**src/rtl/core/acr_pkg.sv**
```systemverilog
// shared constants, codes and types of the adaptive cubic resampler
package acr_pkg;

  // default parameter values
  localparam int DEF_SAMPLE_BITS = 24;
  localparam int DEF_CHANNELS    = 2;

  // request type codes
  localparam logic REQ_FILL   = 1'b0;
  localparam logic REQ_SAMPLE = 1'b1;

  // configuration register indexes
  localparam int          CFG_IDX_W   = 4;
  localparam logic [3:0]  CFG_TARGET  = 4'd0;
  localparam logic [3:0]  CFG_NOMINAL = 4'd1;
  localparam int          CFG_DATA_W  = 32;

  // register reset values and limits
  localparam logic [15:0] TARGET_RESET = 16'd512;
  localparam logic [15:0] TARGET_MIN   = 16'd64;
  localparam logic [31:0] NOMINAL_RESET = 32'd268435456;
  localparam logic [31:0] NOM_MIN  = 32'd26843546;
  localparam logic [31:0] NOM_MAX  = 32'd2684354560;
  localparam logic [31:0] NOM_HYST = 32'd134218;

  // loop gains and clamps, Q0.31
  localparam int KI_Q31    = 10737;
  localparam int KP_Q31    = 42950;
  localparam int INT_LIM   = 10737418;
  localparam int DELTA_LIM = 42949673;

  // ratio smoothing weights, Q0.16
  localparam int W_OLD = 64225;
  localparam int W_NEW = 1311;

  // phase
  localparam logic [32:0] PHASE_ONE = 33'h010000000;
  localparam logic [3:0]  MAX_OUT   = 4'd11;

  // request queue
  localparam int QUEUE_DEPTH = 2;

  typedef struct packed {
    logic        we;
    logic [3:0]  index;
    logic [31:0] data;
  } cfg_wr_t;

  // head of the request queue as seen by the back end
  typedef struct packed {
    logic        avail;
    logic        is_fill;
    logic [15:0] fill;
  } req_head_t;

endpackage

```
**src/rtl/core/acr_ifs.sv**
```systemverilog
// request and result channel interfaces
interface acr_in_if #(parameter int SAMPLE_BITS = 24);
  logic                   valid;
  logic                   ready;
  logic                   req_type;
  logic [15:0]            buffer_fill;
  logic [SAMPLE_BITS-1:0] sample_ch0;
  logic [SAMPLE_BITS-1:0] sample_ch1;
  modport source (output valid, req_type, buffer_fill, sample_ch0, sample_ch1, input ready);
  modport sink (input valid, req_type, buffer_fill, sample_ch0, sample_ch1, output ready);
endinterface


```
**src/rtl/core/acr_front.sv**
```systemverilog
// front end: accepts requests, classifies them and queues them for the back end
module acr_front #(
  parameter int SAMPLE_BITS = 24
) (
  input  logic                   clk,
  input  logic                   rst_n,
  acr_in_if.sink                 in_ch,
  input  logic                   pop,
  output acr_pkg::req_head_t     head,
  output logic [SAMPLE_BITS-1:0] head_s0,
  output logic [SAMPLE_BITS-1:0] head_s1,
  output logic [1:0]             q_count
);
  import acr_pkg::*;

  logic                   fill_q_r [QUEUE_DEPTH];
  logic [15:0]            bf_q_r   [QUEUE_DEPTH];
  logic [SAMPLE_BITS-1:0] s0_q_r   [QUEUE_DEPTH];
  logic [SAMPLE_BITS-1:0] s1_q_r   [QUEUE_DEPTH];
  logic       wr_ptr_r, rd_ptr_r;
  logic [1:0] count_r;
  logic       push;

  assign in_ch.ready = (count_r != 2'(QUEUE_DEPTH));
  assign push        = in_ch.valid && in_ch.ready;

  always_ff @(posedge clk) begin
    if (!rst_n) begin
      wr_ptr_r <= 1'b0;
      rd_ptr_r <= 1'b0;
      count_r  <= 2'd0;
    end else begin
      if (push) wr_ptr_r <= ~wr_ptr_r;
      if (pop)  rd_ptr_r <= ~rd_ptr_r;
      count_r <= count_r + 2'(push) - 2'(pop);
    end
  end

  always_ff @(posedge clk) begin
    if (push) begin
      fill_q_r[wr_ptr_r] <= (in_ch.req_type == REQ_FILL);
      bf_q_r[wr_ptr_r]   <= in_ch.buffer_fill;
      s0_q_r[wr_ptr_r]   <= in_ch.sample_ch0;
      s1_q_r[wr_ptr_r]   <= in_ch.sample_ch1;
    end
  end

  assign head.avail   = (count_r != 2'd0);
  assign head.is_fill = fill_q_r[rd_ptr_r];
  assign head.fill    = bf_q_r[rd_ptr_r];
  assign head_s0      = s0_q_r[rd_ptr_r];
  assign head_s1      = s1_q_r[rd_ptr_r];
  assign q_count      = count_r;

endmodule

```
**src/flat_wrapper.sv**
```systemverilog
// flat-port wrapper written by rule: the top's interface ports become plain ports
module acr_front_flat import acr_pkg::*;
#(
  parameter int SAMPLE_BITS = 24
)
  (clk, rst_n, pop, head, head_s0, head_s1, q_count, in_ch_valid, in_ch_req_type, in_ch_buffer_fill, in_ch_sample_ch0, in_ch_sample_ch1, in_ch_ready);
  acr_in_if #(.SAMPLE_BITS(SAMPLE_BITS)) in_ch_i ();
  input  logic clk;
  input  logic rst_n;
  input  logic pop;
  output acr_pkg::req_head_t head;
  output logic [SAMPLE_BITS-1:0] head_s0;
  output logic [SAMPLE_BITS-1:0] head_s1;
  output logic [1:0] q_count;
  input wire logic [$bits(in_ch_i.valid)-1:0] in_ch_valid;
  input wire logic [$bits(in_ch_i.req_type)-1:0] in_ch_req_type;
  input wire logic [$bits(in_ch_i.buffer_fill)-1:0] in_ch_buffer_fill;
  input wire logic [$bits(in_ch_i.sample_ch0)-1:0] in_ch_sample_ch0;
  input wire logic [$bits(in_ch_i.sample_ch1)-1:0] in_ch_sample_ch1;
  output wire logic [$bits(in_ch_i.ready)-1:0] in_ch_ready;
  assign in_ch_i.valid = in_ch_valid;
  assign in_ch_i.req_type = in_ch_req_type;
  assign in_ch_i.buffer_fill = in_ch_buffer_fill;
  assign in_ch_i.sample_ch0 = in_ch_sample_ch0;
  assign in_ch_i.sample_ch1 = in_ch_sample_ch1;
  assign in_ch_ready = in_ch_i.ready;
  acr_front #(.SAMPLE_BITS(SAMPLE_BITS)) u_core (.clk(clk), .rst_n(rst_n), .in_ch(in_ch_i), .pop(pop), .head(head), .head_s0(head_s0), .head_s1(head_s1), .q_count(q_count));
endmodule
```
**config.mk**
```make
export PLATFORM = sky130hd
export DESIGN_NAME = acr_front_flat
export DESIGN_NICKNAME = d
export VERILOG_FILES = /design/src/rtl/core/acr_pkg.sv /design/src/rtl/core/acr_ifs.sv /design/src/rtl/core/acr_front.sv /design/src/flat_wrapper.sv
export SDC_FILE = /design/constraint.sdc
export NUM_CORES = 1
export LEC_CHECK = 0
export BUFFER_PORTS_ARGS = -buffer_cell sky130_fd_sc_hd__buf_4
export CAP_MARGIN = 10
export CORE_ASPECT_RATIO = 1.4
export CORE_MARGIN = 2
export CORE_UTILIZATION = 45
export CTS_CLUSTER_DIAMETER = 30
export DETAILED_ROUTE_END_ITERATION = 8
export PLACE_DENSITY = 0.7
export SLEW_MARGIN = 20
export SYNTH_ARGS = -nofsm -noshare
export SYNTH_HDL_FRONTEND = slang
export SYNTH_SLANG_ARGS = --single-unit
export TNS_END_PERCENT = 5
```
**constraint.sdc**
```tcl
create_clock -name clk -period 3.3 [get_ports clk]
set_clock_uncertainty 0.05 [all_clocks]
set_input_delay 0.33 -clock clk [delete_from_list [all_inputs] [get_ports clk]]
set_output_delay 0.33 -clock clk [all_outputs]
set_load 0.01 [all_outputs]
```
==> results of run 1 <==
[flip-flops by register name, indices dropped and copies added (netlist names), named ones only]
signal,flops
u_core.bf_q_r,32
u_core.fill_q_r,2
u_core.q_count,2
u_core.rd_ptr_r,1
u_core.s0_q_r,48
u_core.s1_q_r,48
u_core.wr_ptr_r,1
[logic make-up (layout without fill, tap and decap cells)]
kind of cell,after synthesis,after routing
AOI/OAI and AO/OA,4,4
DFF,135,135
muxes,67,67
and+or+nand+nor,11,11
xor gates and xnor gates,1,1
buffers and inverters,10,175
adders and majority gates,1,1
[final cells by class]
| type | instances | area share [%] |
|---|---|---|
| Sequential cell | 135 | 58.0 |
| Timing Repair Buffer | 140 | 15.6 |
| Multi-Input combinational cell | 84 | 15.4 |
| Clock buffer | 18 | 6.22 |
| Tap cell | 144 | 2.61 |
| Clock inverter | 14 | 1.94 |
| Inverter | 3 | 0.163 |
[worst reg2reg max path, stage by stage, from the launching register on]
cell and delay (ps):
dfxtp_1 400, nand2b_4 180, nand3b_1 130, inv_2 520
buf_12 320
[Yosys cell counts]
master	n
and2_1	2
mux2_2	15
mux2i_1	2
a21boi_0	1
nand3b_1	1
or2_2	1
buf_2	1
and2b_1	1
xor2_1	1
edfxtp_1	130
and3_1	2
dfxtp_1	5
nand2b_4	1
nand2b_1	1
ha_1	1
mux2_4	50
a21oi_1	1
nand2_1	2
a21bo_2	1
buf_6	6
o21a_1	1
inv_1	3
[layer usage]
metal | part of all wire, % | GRT usage (%) | vias up | routed length [um]
li1 | - | - | 1202 | -
met1 | 35 | 15.0 | 1278 | 3250
met2 | 59 | 29.2 | 80 | 5510
met3 | 5.1 | 4.76 | 10 | 483
met4 | 1.6 | 7.50 | 0 | 148
met5 | 0 | 0 | - | 0
[stage by stage]
step | utilization (%) | instances | setup slack [ps] | hold WS (ps)
floorplan | - | 229 | 634 | 379
global placement | 56.5 | 506 | 1350 | 465
detailed placement | 56.5 | 506 | 1330 | 468
CTS | 61.5 | 538 | 893 | 40.8
global route | 61.5 | 538 | 833 | 33.9
finish | 61.5 | 538 | 943 | 53.9
[power by group]
group,total (mW),switching (mW),internal (mW),leakage [nW]
clock,1.77,0.674,1.10,0.265
combinational,0.619,0.263,0.356,1.20
sequential,2.09,0.0547,2.04,1.25
[final timing paths]
path	start	endpoint	slack [ps]	depth (start not counted)
worst max-delay path	flip-flop	head_s1[9]	940	3
worst min-delay path	in_ch_sample_ch0[15]	u_core.s0_q_r[0][15]	50	1
worst max register to register	u_core.q_count[0]	u_core.bf_q_r[0][0]	1360	4
worst min register to register	u_core.rd_ptr_r	flip-flop	530	2
==> flow_summary_export.csv, run 1 <==
group,metric,value,unit
outcome,status,"complete, no violations",
pwr,ir_worst_vdd,0.396,mV
synthesis,yosysSeqAreaShare,77.7,%
worst_setup_path,critPathLaunchType,"flip-flop",
clock_network,ctsRootBufferMaster,"clkbuf_16",
global_routing,grt_max_degree,66,
layout,fillers,847,
die,dieArea,12300,um2
clock_network,ctsHoldBuffers,0,
placement,io_buffers,137,
placement,dpl-instance-area,6340,um2
timing,max_slew.worst_pin.slew,883,ps
clock_network,cts_resized,0,
die,coreArea,11200,um2
detailed_routing,drt-initial-drc-count,89,
layout,postLayoutCellArea,6900,um2
clock_network,cts_buffers,17,
worst_setup_path,crit_buf_inv,2,
pwr,p_total,4.49,mW
synthesis,synth_top_cell_by_area,"edfxtp_1",
timing,max_freq,0.424,GHz
worst_setup_path,cp_max_fo,36,
global_routing,gr-total-overflow,0,
timing,rsz0062_at_grt,"no",
die,die_h,131,um
detailed_routing,vias,2570,
worst_setup_path,cp_slowest_stage_delay,690,ps
synthesis,ys_types,22,
global_routing,grt_pass1_vias,2713,
synthesis,synth_adder_area_share,0.243,%
layout,regArea,4010,um2
worst_setup_path,arrival,1980,ps
layout,multi_input_area,1070,um2
layout,final_cell_mix,"buf_4 (138), edfxtp_1 (130), mux2_4 (50)",
detailed_routing,wl_per_cell,17.5,um
detailed_routing,drc_errors,0,
layout,n_antenna_cell,0,
clock_network,clk_pin_slew,60,ps
timing,fin_crit_sh,71.4,%
clock_network,htreeDepth,4,
detailed_routing,viasPerCell,4.78,
die,start_util,45.9,%
synthesis,syn_area_per_cell,22.5,um2
detailed_routing,wirelength,9390,um
synthesis,synth_top_family_by_area,"multiplexers",
run,maxCapViolCount,0,
layout,nets,451,
worst_setup_path,end_kind,"primary output",
worst_setup_path,crit_chain,"buf_12 -> mux2_2 -> buf_4",
synthesis,muxShareOfSynthArea,18.2,%
clock_network,postCtsSetupBuffers,0,
synthesis,syn_nets,299,
clock_network,cts_tree,"built",
clock_network,clock_latency,400,ps
placement,hpwl,6190,um
pwr,total_leakage_power,2.71,nW
layout,post_route_cells_drive_above_1_share,60.7,%
worst_hold_path,min_path_type,"in -> reg",
pwr,power_density,650,nW/um2
layout,final_common_cell,"buf_4",
timing,slew_viol_final,0,
worst_setup_path,cp_slowest_cell,"dfxtp_4",
die,fp.dieW,94.4,um
detailed_routing,ant_nets,0,
worst_setup_path,critPathTopFamily,"flip-flops",
die,fp-row-count,46,
timing,finalSetupViolCount,0,
synthesis,yosys_warnings,0,
die,ios,138,
synthesis,synth_area,5150,um2
clock_network,clock-sinks,135,
timing,tns,0,ps
synthesis,synth_compound_area_share,0.583,%
timing,min_period,2360,ps
timing,slew_headroom,41.1,%
global_routing,grt_use_total,15.4,%
global_routing,grt_pass1_wl,13700,um
synthesis,synth_top_cells_by_area,"edfxtp_1 (76%), mux2_4 (15%), mux2_2 (3.3%), dfxtp_1 (1.9%), buf_6 (1.3%)",
synthesis,ys_ff_latch,135,
synthesis,synthXorXnorAreaFrac,0.170,%
detailed_routing,drt_first_pass_iters,4,
synthesis,synth_top_area_share,75.8,%
timing,finalHoldViolations,0,
layout,area_growth,34.0,%
worst_setup_path,required,2920,ps
placement,place.gp.congestion,0.690,
clock_network,cts_buffer_depth,2,
synthesis,synth_cells,229,
worst_setup_path,critPathKind,"reg -> out",
synthesis,synthSimpleGateAreaFrac,1.43,%
global_routing,antenna_found_initial,0,
Power figures use the tool's default switching activity.
==> run 2: changes to the inputs <==
- ABC_AREA: default -> 1
- PLACE_DENSITY: 0.7 -> 0.73
- clock period: 3.3 -> 2.1 ns (I/O delays scaled with it)
==> flow_summary_export.csv, run 2 <==
group,metric,value,unit
layout,final_common_cell,"buf_4",
pwr,ir_worst_vdd,0.683,mV
layout,regArea,4010,um2
worst_setup_path,end_kind,"primary output",
clock_network,htreeDepth,4,
detailed_routing,ant_nets,0,
synthesis,synth_most_common_cell,"edfxtp_1",
global_routing,antenna_found_initial,0,
die,fp-row-count,46,
detailed_routing,wl_per_cell,16.0,um
timing,hold_ws,18.1,ps
detailed_routing,drt_first_pass_iters,4,
detailed_routing,drt-initial-drc-count,143,
layout,post_route_cells_drive_above_1_share,52.0,%
synthesis,synth_edf_count,130,
global_routing,gr-total-overflow,0,
clock_network,clock-sinks,135,
detailed_routing,vias,2852,
worst_setup_path,cp_max_fo,16,
global_routing,grt_pass1_vias,3089,
detailed_routing,drc_errors,0,
pwr,power_density,929,nW/um2
worst_hold_path,min_path_type,"in -> reg",
layout,multi_input_area,1040,um2
timing,max_freq,0.548,GHz
synthesis,yosys_warnings,0,
worst_setup_path,r2r_cells,7,
synthesis,synth_area,5120,um2
clock_network,ctsRootBufferMaster,"clkbuf_16",
synthesis,synth_top_cell_by_area,"edfxtp_1",
die,dieArea,12300,um2
clock_network,cts_buffer_depth,2,
layout,final_cell_mix,"buf_4 (141), edfxtp_1 (130), dlygate4sd3_1 (64)",
synthesis,ys_types,14,
die,die_h,130,um
layout,n_antenna_cell,0,
detailed_routing,wirelength,9780,um
timing,slew_viol_final,0,
pwr,total_leakage_power,2.99,nW
placement,place.gp.congestion,0.704,
timing,min_period,1820,ps
timing,max_slew.worst_pin.slew,485,ps
worst_setup_path,required,1840,ps
synthesis,synth_ff_type,"edfxtp_1",
synthesis,syn_area_per_cell,21.9,um2
clock_network,cts_tree,"built",
clock_network,clk_pin_slew,60,ps
layout,top_regs,"u_core.s0_q_r (48), u_core.s1_q_r (48), u_core.bf_q_r (32)",
die,coreArea,11200,um2
timing,tns,0,ps
timing,finalHoldViolations,0,
worst_hold_path,hold_path_end,"u_core.q_count[0]",
clock_network,cts_resized,0,
timing,finalSetupViolCount,0,
synthesis,synth_top_cells_by_area,"edfxtp_1 (76%), mux2_4 (15%), mux2_2 (3.3%), dfxtp_1 (2.0%), buf_6 (1.3%)",
worst_hold_path,worstHoldStart,"rst_n",
run,maxCapViolCount,0,
outcome,status,"complete, no violations",
worst_setup_path,r2r-end,"u_core.s1_q_r[1][17]",
die,fp.dieW,94.1,um
die,start_util,45.6,%
synthesis,synth_top_area_share,76.3,%
synthesis,synth_cells,234,
placement,hpwl,6090,um
worst_setup_path,critPathKind,"reg -> out",
clock_network,cts_buffers,17,
layout,nets,524,
timing,fin_crit_sh,86.9,%
synthesis,syn_nets,304,
clock_network,clock_latency,400,ps
global_routing,grt_max_degree,40,
worst_setup_path,critPathLaunchType,"flip-flop",
worst_setup_path,r2r_start,"u_core.q_count[0]",
worst_setup_path,arrival,1560,ps
synthesis,yosysSeqAreaShare,78.3,%
placement,io_buffers,137,
global_routing,grt_use_total,16.4,%
synthesis,ys_ff_latch,135,
die,ios,138,
synthesis,synthTopCellsByCount,"edfxtp_1 (130), mux2_4 (50), mux2_2 (15), nand2_1 (9), nor2_1 (8)",
worst_setup_path,r2r_setup_slack,520,ps
detailed_routing,viasPerCell,4.67,
worst_hold_path,holdPathStages,3,
timing,slew_headroom,67.6,%
timing,rsz0062_at_grt,"no",
layout,area_growth,47.2,%
global_routing,grt_pass1_wl,14800,um
synthesis,synthArstFlopShare,0,%
layout,fillers,741,
==> run 2: cell types whose count changed after synthesis, moves of 2 or more <==
cell,delta
mux2i_1,-2
and2_1,-2
nor2_1,+8
inv_1,+2
and3_1,-2
nand2_1,+7
==> run 2: worst max-delay path by stage <==
stage | start | end | slack, ps | depth (start not counted)
global route | flip-flop | head_s0[0] | 210 | 3
finish | flip-flop | head_s1[21] | 280 | 3
detailed placement | u_core.q_count[0] | u_core.s0_q_r[1][9] | 530 | 7
global placement | u_core.q_count[0] | u_core.s0_q_r[1][12] | 610 | 7
CTS | flip-flop | head_s0[0] | 240 | 3
floorplan | u_core.q_count[1] | u_core.bf_q_r[1][0] | 10 | 5
==> run 2: repair_timing <==
action / in CTS / in global routing
setup buffers: 0 / 0
hold buffers: 64 / 0
hold endpoints to repair: 128 / 0
setup endpoints to repair: 0 / 0
==> run 2: final cells by class <==
type | instances | area share (%)
flip-flops and latches | 135 | 53.2
repair buffers | 208 | 23.4
multi-input cells | 87 | 13.8
clock buffers | 22 | 5.90
well taps | 144 | 2.39
clock inverters | 10 | 1.08
inverters | 5 | 0.299
==> run 2: kinds of logic (layout without fill, tap and decap cells) <==
logic type / after synthesis / after routing / synth area share (%)
AO/OA/AOI/OAI: 1 / 1 / 0.0977
buffers and inverters: 12 / 245 / 1.79
adder cells (fa/ha/maj): 1 / 1 / 0.245
XOR/XNOR: 1 / 1 / 0.171
AND/OR/NAND/NOR: 19 / 19 / 1.47
flip-flops: 135 / 135 / 78.3
multiplexers: 65 / 65 / 18.0
==> run 2: through the flow <==
stage / worst slack [ps] / utilization, % / total power, mW / instances / area (um2)
after floorplan: 13.1 / - / 3.88 / 234 / 5140
after global placement: 608 / 56.7 / 4.34 / 515 / 6370
after detailed placement: 531 / 56.7 / 4.37 / 515 / 6370
after CTS: 242 / 67.1 / 7.06 / 611 / 7530
after global routing: 209 / 67.1 / 7.27 / 611 / 7530
final: 276 / 67.1 / 7.00 / 611 / 7530
==> run 2: where the power goes <==
group	switching, mW	leakage, nW	internal [mW]
clock	0.984	0.254	1.61
sequential	0.0676	1.25	3.24
combinational	0.477	1.49	0.623
==> run 2: routing by layer <==
metal	global-route usage, %	share of wire [%]
met5	0	0
met3	4.97	4.7
met1	16.7	37
met2	30.1	56
met4	8.01	2.4
==> run 2: critical path, stage by stage (launching register included) <==
cell and delay, ps:
dfxtp_4 380, buf_4 300, mux2_4 340, buf_4 140
